### config.mk
export PLATFORM = sky130hd
export DESIGN_NAME = signed_integer_to_text_any_base
export DESIGN_NICKNAME = d
export VERILOG_FILES = /design/src/design/sitoa_pkg.sv /design/src/design/signed_integer_to_text_any_base.sv /design/src/design/sitoa_ucode_rom.sv /design/src/design/sitoa_datapath.sv
export SDC_FILE = /design/constraint.sdc
export NUM_CORES = 1
export LEC_CHECK = 0
export BUFFER_PORTS_ARGS = -buffer_cell sky130_fd_sc_hd__buf_2
export CORE_ASPECT_RATIO = 0.9
export CORE_MARGIN = 5
export CORE_UTILIZATION = 55
export CTS_CLUSTER_SIZE = 20
export DETAILED_ROUTE_END_ITERATION = 6
export PLACE_DENSITY = 0.72
export SKIP_LAST_GASP = 1
export SLEW_MARGIN = 20
export SYNTH_ARGS = -nofsm -noshare
export SYNTH_HDL_FRONTEND = slang
export SYNTH_SLANG_ARGS = --single-unit
### constraint.sdc
create_clock -name clk -period 35.4 [get_ports clk]
set_input_delay 3.54 -clock clk [delete_from_list [all_inputs] [get_ports clk]]
set_output_delay 3.54 -clock clk [all_outputs]
set_load 0.05 [all_outputs]
### src/design/sitoa_pkg.sv
// ----------------------------------------------------------------------------
// sitoa_pkg
// Types, microcode fields and constants of the integer to text converter.
// ----------------------------------------------------------------------------
package sitoa_pkg;

  // Microcode step address
  typedef logic [2:0] step_t;

  localparam step_t STEP_WAIT  = 3'd0;
  localparam step_t STEP_DIV   = 3'd1;
  localparam step_t STEP_STORE = 3'd2;
  localparam step_t STEP_SIGN  = 3'd3;
  localparam step_t STEP_READ  = 3'd4;
  localparam step_t STEP_EMIT  = 3'd5;
  localparam step_t STEP_BACK  = 3'd6;

  // Datapath operations
  typedef enum logic [2:0] {
    OP_NOP,
    OP_LOAD,
    OP_DIV,
    OP_STORE,
    OP_SIGN,
    OP_READ,
    OP_EMIT
  } op_t;

  // Jump conditions
  typedef enum logic [2:0] {
    COND_NEVER,
    COND_ALWAYS,
    COND_NO_INPUT,
    COND_CHUNK_MORE,
    COND_MORE_DIGITS,
    COND_NOT_NEG,
    COND_COUNT_NZ
  } cond_t;

  // One control word
  typedef struct packed {
    op_t   op;
    cond_t cond;
    step_t jump;
  } ucode_t;

  // Datapath status toward the sequencer
  typedef struct packed {
    logic hold;
    logic in_valid;
    logic chunk_more;
    logic more_digits;
    logic neg;
    logic count_nz;
  } status_t;

  localparam logic [5:0] RADIX_RESET = 6'd10;
  localparam logic [5:0] RADIX_MIN   = 6'd2;
  localparam logic [5:0] RADIX_MAX   = 6'd36;
  localparam int unsigned DIV_BITS   = 8;
  localparam logic [6:0] CHAR_MINUS  = 7'h2d;
  localparam logic [6:0] CHAR_ZERO   = 7'h30;
  localparam logic [6:0] CHAR_LOWER_A = 7'h61;

  // Digit value to ASCII: 0-9 then a-z
  function automatic logic [6:0] digit_char(input logic [5:0] d);
    logic [6:0] c;
    if (d < 6'd10) begin
      c = CHAR_ZERO + {1'b0, d};
    end else begin
      c = CHAR_LOWER_A + {1'b0, d} - 7'd10;
    end
    return c;
  endfunction

endpackage

### src/design/signed_integer_to_text_any_base.sv
// ----------------------------------------------------------------------------
// signed_integer_to_text_any_base
// Signed integer to ASCII text in a base from 2 to 36, microcoded.
// ----------------------------------------------------------------------------
// Usage:
//   in_*  : one item per number, in_tdata[VALUE_WIDTH-1:0] two's complement.
//   out_* : one item per character, out_tdata[6:0] ASCII, out_tlast on the
//           final character. Negative numbers start with '-'; zero gives "0".
//   cfg_* : cfg_we writes cfg_wdata into the radix; 0/1 act as 2, above 36
//           act as 36. Write only while the block is idle.
// Timing: a small program steps through the control store. After the load
//   step, each digit takes one division step per 8-bit chunk of the value
//   (the shared divider resolves 8 quotient bits a cycle) and a store step;
//   then each digit is emitted by a memory read step and an output register
//   step, after one sign step and before one step to return. The sign leaves
//   after the last digit is stored, and each digit after its memory read.
//   One number is converted at a time.
// Reset: radix returns to 10, the program to its wait step, output empty.
// Stall: a held out_tready freezes the program at the sign or emit step; the
//   waiting character stays stable in the output register.
// ----------------------------------------------------------------------------
module signed_integer_to_text_any_base #(
  parameter int VALUE_WIDTH = 32,
  parameter int MAX_DIGITS  = 32
) (
  input  logic                                   clk,
  input  logic                                   rst_n,
  // tdata: number[VALUE_WIDTH-1:0], zero padding above
  input  logic [((VALUE_WIDTH+7)/8)*8-1:0]       in_tdata,
  input  logic                                   in_tvalid,
  output logic                                   in_tready,
  // tdata: text_char[6:0], zero bit 7
  output logic [7:0]                             out_tdata,
  output logic                                   out_tlast,
  output logic                                   out_tvalid,
  input  logic                                   out_tready,
  input  logic                                   cfg_we,
  input  logic [5:0]                             cfg_wdata
);
  import sitoa_pkg::*;

  step_t   step_r;
  step_t   step_nxt;
  ucode_t  uc;
  status_t st;
  logic    cond_true;
  logic [6:0] out_char;

  sitoa_ucode_rom u_rom (
    .step (step_r),
    .uc   (uc)
  );

  sitoa_datapath #(
    .VALUE_WIDTH (VALUE_WIDTH),
    .MAX_DIGITS  (MAX_DIGITS)
  ) u_dp (
    .clk       (clk),
    .rst_n     (rst_n),
    .uc        (uc),
    .in_valid  (in_tvalid),
    .in_number (in_tdata[VALUE_WIDTH-1:0]),
    .in_ready  (in_tready),
    .cfg_we    (cfg_we),
    .cfg_wdata (cfg_wdata),
    .status    (st),
    .out_valid (out_tvalid),
    .out_ready (out_tready),
    .out_char  (out_char),
    .out_last  (out_tlast)
  );

  assign out_tdata = {1'b0, out_char};

  // Jump condition decode
  always_comb begin
    unique case (uc.cond)
      COND_NEVER:       cond_true = 1'b0;
      COND_ALWAYS:      cond_true = 1'b1;
      COND_NO_INPUT:    cond_true = !st.in_valid;
      COND_CHUNK_MORE:  cond_true = st.chunk_more;
      COND_MORE_DIGITS: cond_true = st.more_digits;
      COND_NOT_NEG:     cond_true = !st.neg;
      COND_COUNT_NZ:    cond_true = st.count_nz;
      default:          cond_true = 1'b1;
    endcase
  end

  // Step counter: hold on stall, jump when taken, else advance
  always_comb begin
    if (st.hold) begin
      step_nxt = step_r;
    end else if (cond_true) begin
      step_nxt = uc.jump;
    end else begin
      step_nxt = step_r + 3'd1;
    end
  end

  always_ff @(posedge clk) begin
    if (!rst_n) begin
      step_r <= STEP_WAIT;
    end else begin
      step_r <= step_nxt;
    end
  end

endmodule

### src/design/sitoa_ucode_rom.sv
// ----------------------------------------------------------------------------
// sitoa_ucode_rom
// Control store: one control word per step of the conversion program.
// ----------------------------------------------------------------------------
module sitoa_ucode_rom (
  input  sitoa_pkg::step_t  step,
  output sitoa_pkg::ucode_t uc
);
  import sitoa_pkg::*;

  // Program: load, divide digit by digit, optional sign, emit digits
  always_comb begin
    unique case (step)
      STEP_WAIT:  uc = '{op: OP_LOAD,  cond: COND_NO_INPUT,    jump: STEP_WAIT};
      STEP_DIV:   uc = '{op: OP_DIV,   cond: COND_CHUNK_MORE,  jump: STEP_DIV};
      STEP_STORE: uc = '{op: OP_STORE, cond: COND_MORE_DIGITS, jump: STEP_DIV};
      STEP_SIGN:  uc = '{op: OP_SIGN,  cond: COND_NEVER,       jump: STEP_WAIT};
      STEP_READ:  uc = '{op: OP_READ,  cond: COND_NEVER,       jump: STEP_WAIT};
      STEP_EMIT:  uc = '{op: OP_EMIT,  cond: COND_COUNT_NZ,    jump: STEP_READ};
      STEP_BACK:  uc = '{op: OP_NOP,   cond: COND_ALWAYS,      jump: STEP_WAIT};
      default:    uc = '{op: OP_NOP,   cond: COND_ALWAYS,      jump: STEP_WAIT};
    endcase
  end

endmodule

### src/design/sitoa_datapath.sv
// ----------------------------------------------------------------------------
// sitoa_datapath
// Radix register, shared digit divider, digit memory and output register,
// all driven by the current control word.
// ----------------------------------------------------------------------------
module sitoa_datapath #(
  parameter int VALUE_WIDTH = 32,
  parameter int MAX_DIGITS  = 32
) (
  input  logic                     clk,
  input  logic                     rst_n,
  input  sitoa_pkg::ucode_t        uc,
  input  logic                     in_valid,
  input  logic [VALUE_WIDTH-1:0]   in_number,
  output logic                     in_ready,
  input  logic                     cfg_we,
  input  logic [5:0]               cfg_wdata,
  output sitoa_pkg::status_t       status,
  output logic                     out_valid,
  input  logic                     out_ready,
  output logic [6:0]               out_char,
  output logic                     out_last
);
  import sitoa_pkg::*;

  localparam int STEPS = (VALUE_WIDTH + DIV_BITS - 1) / DIV_BITS;
  localparam int QW    = STEPS * DIV_BITS;
  localparam int CW    = (STEPS > 1) ? $clog2(STEPS) : 1;
  localparam int CNT_W = $clog2(MAX_DIGITS + 1);
  localparam int AW    = $clog2(MAX_DIGITS);

  logic [5:0]       radix_r;
  logic [5:0]       base;
  logic [QW-1:0]    q_r;
  logic [QW-1:0]    q_div;
  logic [5:0]       rem_r;
  logic [5:0]       rem_div;
  logic [CW-1:0]    chunk_r;
  logic [CNT_W-1:0] count_r;
  logic [CNT_W-1:0] count_m1;
  logic             neg_r;
  logic [5:0]       rd_data_r;
  logic [5:0]       mem [MAX_DIGITS];
  logic             out_valid_r;
  logic [6:0]       out_char_r;
  logic             out_last_r;
  logic             out_free;
  logic             emit_sign;
  logic             emit_digit;
  logic             hold;
  logic             load;
  logic [VALUE_WIDTH-1:0] mag;

  // Radix register, saturated to 2..36 for use
  always_ff @(posedge clk) begin
    if (!rst_n) begin
      radix_r <= RADIX_RESET;
    end else if (cfg_we) begin
      radix_r <= cfg_wdata;
    end
  end

  assign base = (radix_r < RADIX_MIN) ? RADIX_MIN :
                (radix_r > RADIX_MAX) ? RADIX_MAX : radix_r;

  // Handshake and stall decisions
  assign out_free   = !out_valid_r || out_ready;
  assign in_ready   = (uc.op == OP_LOAD);
  assign load       = in_ready && in_valid;
  assign emit_sign  = (uc.op == OP_SIGN) && neg_r;
  assign emit_digit = (uc.op == OP_EMIT);
  assign hold       = (emit_sign || emit_digit) && !out_free;

  assign status.hold        = hold;
  assign status.in_valid    = in_valid;
  assign status.chunk_more  = (chunk_r != CW'(STEPS - 1));
  assign status.more_digits = (q_r != '0) && (count_r < CNT_W'(MAX_DIGITS - 1));
  assign status.neg         = neg_r;
  assign status.count_nz    = (count_r != '0);

  // Magnitude of the input; the most negative value maps to its unsigned size
  assign mag = in_number[VALUE_WIDTH-1] ? (~in_number + VALUE_WIDTH'(1)) : in_number;

  // Restoring division, DIV_BITS quotient bits per cycle
  always_comb begin
    logic [6:0] t;
    logic [5:0] r;
    logic [DIV_BITS-1:0] qb;
    r  = rem_r;
    qb = '0;
    for (int i = 0; i < DIV_BITS; i++) begin
      t = {r, q_r[QW-1-i]};
      if (t >= {1'b0, base}) begin
        r  = 6'(t - {1'b0, base});
        qb[DIV_BITS-1-i] = 1'b1;
      end else begin
        r  = t[5:0];
      end
    end
    rem_div = r;
    q_div   = (q_r << DIV_BITS) | QW'(qb);
  end

  assign count_m1 = count_r - CNT_W'(1);

  // Conversion registers
  always_ff @(posedge clk) begin
    if (!rst_n) begin
      count_r <= '0;
      neg_r   <= 1'b0;
      chunk_r <= '0;
    end else begin
      case (uc.op)
        OP_LOAD: begin
          if (load) begin
            neg_r   <= in_number[VALUE_WIDTH-1];
            count_r <= '0;
            chunk_r <= '0;
          end
        end
        OP_DIV:   chunk_r <= chunk_r + CW'(1);
        OP_STORE: begin
          count_r <= count_r + CNT_W'(1);
          chunk_r <= '0;
        end
        OP_READ:  count_r <= count_m1;
        default: ;
      endcase
    end
  end

  // Quotient and remainder payload
  always_ff @(posedge clk) begin
    case (uc.op)
      OP_LOAD: begin
        q_r   <= QW'(mag);
        rem_r <= '0;
      end
      OP_DIV: begin
        q_r   <= q_div;
        rem_r <= rem_div;
      end
      OP_STORE: rem_r <= '0;
      default: ;
    endcase
  end

  // Digit memory: write on store, registered read on read step
  always_ff @(posedge clk) begin
    if (uc.op == OP_STORE) begin
      mem[count_r[AW-1:0]] <= rem_r;
    end
    if (uc.op == OP_READ) begin
      rd_data_r <= mem[count_m1[AW-1:0]];
    end
  end

  // Output register
  always_ff @(posedge clk) begin
    if (!rst_n) begin
      out_valid_r <= 1'b0;
    end else if ((emit_sign || emit_digit) && out_free) begin
      out_valid_r <= 1'b1;
    end else if (out_ready) begin
      out_valid_r <= 1'b0;
    end
  end

  always_ff @(posedge clk) begin
    if (emit_sign && out_free) begin
      out_char_r <= CHAR_MINUS;
      out_last_r <= 1'b0;
    end else if (emit_digit && out_free) begin
      out_char_r <= digit_char(rd_data_r);
      out_last_r <= (count_r == '0);
    end
  end

  assign out_valid = out_valid_r;
  assign out_char  = out_char_r;
  assign out_last  = out_last_r;

endmodule

==> reports/summary.txt <==
status - complete, no violations
WL/cell - 21.8 µm
RSZ-0062 raised after global routing - no
CP max FO - 11
Final TNS setup - 0 ns
PostCTS Resize Cnt - 0
worst-skew pair later-pin latency - 0.55 ns
Data arrival, critical path - 18.99 ns
Seq/Total Area, Yosys - 52.2%
clk_skew - 0.0166 ns
Post-Syn Area per Cell - 12.5 µm²
layout cells sized above 1 - 18.0%
post-synthesis cell type count - 83
Fmax - 53.4 MHz
Final Critical Period - 18.71 ns
element type at the critical path end - register
die outline height - 165 µm
WL final - 34.4 mm
clock-pin slew on the worst setup and hold paths - 0.07 ns
CP Class - reg2reg
grt ovf - 0
initial core utilization - 55.9%
largest net degree at the start of global routing - 50
nets@finish - 1326
DRT antenna net count - 0
slowest cell on the critical path - nor2_1
Slew HR - 33.2%
global route hottest layer - met2
die area - 29900 µm²
CTS tree - built
EDFF count, synth - 236
Port Buffer Count - 52
CTS Buffer Depth - 3
area delta synth->final - 10.5%
1st-pass router iterations - 4
Top FF cell, synth - edfxtp_1
routability cong. - 0.936
Synth Instances - 1167
number of remaining DRC errors - 0
clock sink count - 263
setup bufs post-CTS - 0
clock root cell - clkbuf_16
first-pass GRT wire length - 53.6 mm
I/O pin count - 54
antenna fix cells - 0
Worst path max stage delay - 0.76 ns
Synth Net Count - 1282
vias per cell - 6.18
dpl hpwl - 23.3 mm
CTS buffer count - 27
H-tree levels - 1
initial antenna violation count - 0
Hold WC Path Type - reg2reg
global-route usage over all layers - 22.7%
Hold Fails Final Rpt - 0
startpoint types - register
Final Max Slew Viols - 0
met1 Usage GRT - 34.0%
Chip Width - 182 µm
M2 GR Usage - 36.1%
Iter 0 DRT Violations - 859
row count - 56
Yosys reg bits - 263
fin crit share - 52.9%
core area - 26100 µm²
critical path data required time - 35.67 ns
max_cap viols - 0
vias in the first global route - 9536
Worst-Margin Slew - 0.997 ns
synth warn - 0
GR Util met3 - 3.37%
cell repeated most along the worst path - a21o_1
final setup violation count - 0
asr flop ratio synth - 0%
DR vias - 9764
Mapped Area - 14600 µm²
CTS Hold Bufs - 0
worst max-delay path: cells and delay by family (launching register included):
kind / cells / cell delay [ns]
adder cells (fa/ha/maj): 8 / 2.76
multiplexers: 2 / 0.76
AND/OR/NAND/NOR: 15 / 3.25
AO/OA/AOI/OAI: 44 / 10.65
flip-flops: 1 / 0.33
buffers and inverters: 3 / 0.60
sequential cells by signal, indices dropped and copies added (netlist names), 2 cells and up:
signal,count
step_r,3
u_dp.chunk_r,2
u_dp.count_r,6
u_dp.mem,192
u_dp.out_char,7
u_dp.q_r,32
u_dp.radix_r,6
u_dp.rd_data_r,6
u_dp.rem_r,6
final timing paths:
path	slack [ns]	cells after the start	end	startpoint
hold reg to reg	0.47	2	u_dp.out_char[3]	u_dp.out_char[3]
setup / recovery	16.69	72	u_dp.q_r[0]	u_dp.radix_r[5]
setup reg to reg	16.69	72	u_dp.q_r[0]	u_dp.radix_r[5]
hold / removal	0.47	2	u_dp.out_char[3]	u_dp.out_char[3]
logic make-up after synthesis:
kind of cell	synth area share, %
and+or+nand+nor	11.1
DFF	52.2
AOI/OAI and AO/OA	12.0
muxes	11.9
buffers and inverters	2.68
adders and majority gates	6.58
xor gates and xnor gates	3.42
other	0.0257
synth_stat cells (12+ instances only):
cell type  number  area share (%)
nor2_1         82             2.1
mux2i_1        21             1.4
o21ai_0        71             2.4
nand2_1       110             2.8
a21oi_1        45             1.5
nor3_1         17            0.58
xor2_1         38             2.3
clkbuf_1       37            0.95
o21a_1         17            0.87
ha_1           64             5.5
nor4_1         13            0.56
mux2_2         16             1.2
xnor2_1        19             1.1
inv_1          42             1.1
a21o_1         22             1.1
dfxtp_1        27             3.7
edfxtp_1      236              49
o211ai_1       12            0.62
mux4_2         60             9.3
nand3_1        13            0.45
nand2b_1       15            0.64
nor2b_1        21            0.90
final cells by class:
| type | instances | area [µm²] |
|---|---|---|
| well taps | 348 | 435 |
| fillers | 1986 | 10000 |
| flip-flops and latches | 263 | 7630 |
| clock inverters | 22 | 243 |
| inverters | 42 | 158 |
| repair buffers | 65 | 378 |
| multi-input cells | 812 | 6610 |
| clock buffers | 28 | 679 |
placed cells by master (no fill, tap or decap), types with 6 or more instances in the layout:
cell,count
mux2_2,16
a21boi_0,6
nand2_1,110
nand2b_1,15
o211ai_1,12
buf_4,12
xor2_1,38
buf_2,52
nor4_1,13
xnor2_1,17
a21oi_1,45
a211oi_1,6
mux4_2,60
a21o_1,22
nand3_1,13
nor2_1,82
inv_1,42
o21ai_0,70
clkbuf_16,27
dfxtp_1,26
mux2i_1,21
ha_1,63
edfxtp_1,236
or2_2,10
nand4_1,8
o31ai_1,11
fa_1,8
nor3_1,16
nor2b_1,21
o21a_1,17
or3_1,11
through the flow:
step	hold slack, ns	setup slack (ns)	std cells	utilization, %	cell area [µm²]
after floorplan	0.443	19.45	1167	-	14600
after global placement	0.446	17.50	1529	58.1	15200
after detailed placement	0.454	16.88	1529	58.1	15200
after CTS	0.469	16.84	1579	61.6	16100
after global routing	0.504	14.91	1580	61.7	16100
final	0.469	16.69	1580	61.7	16100
per-layer routing:
metal	routed length, µm	share of wire [%]	vias to the layer above
li1	-	-	4550
met1	15400	45	4775
met2	15800	46	387
met3	2490	7.2	52
met4	656	1.9	0
met5	0	0	-
Power is left out: the tool's default activity adds up to more than one toggle a clock period on the data nets, which glitch-free logic cannot reach.
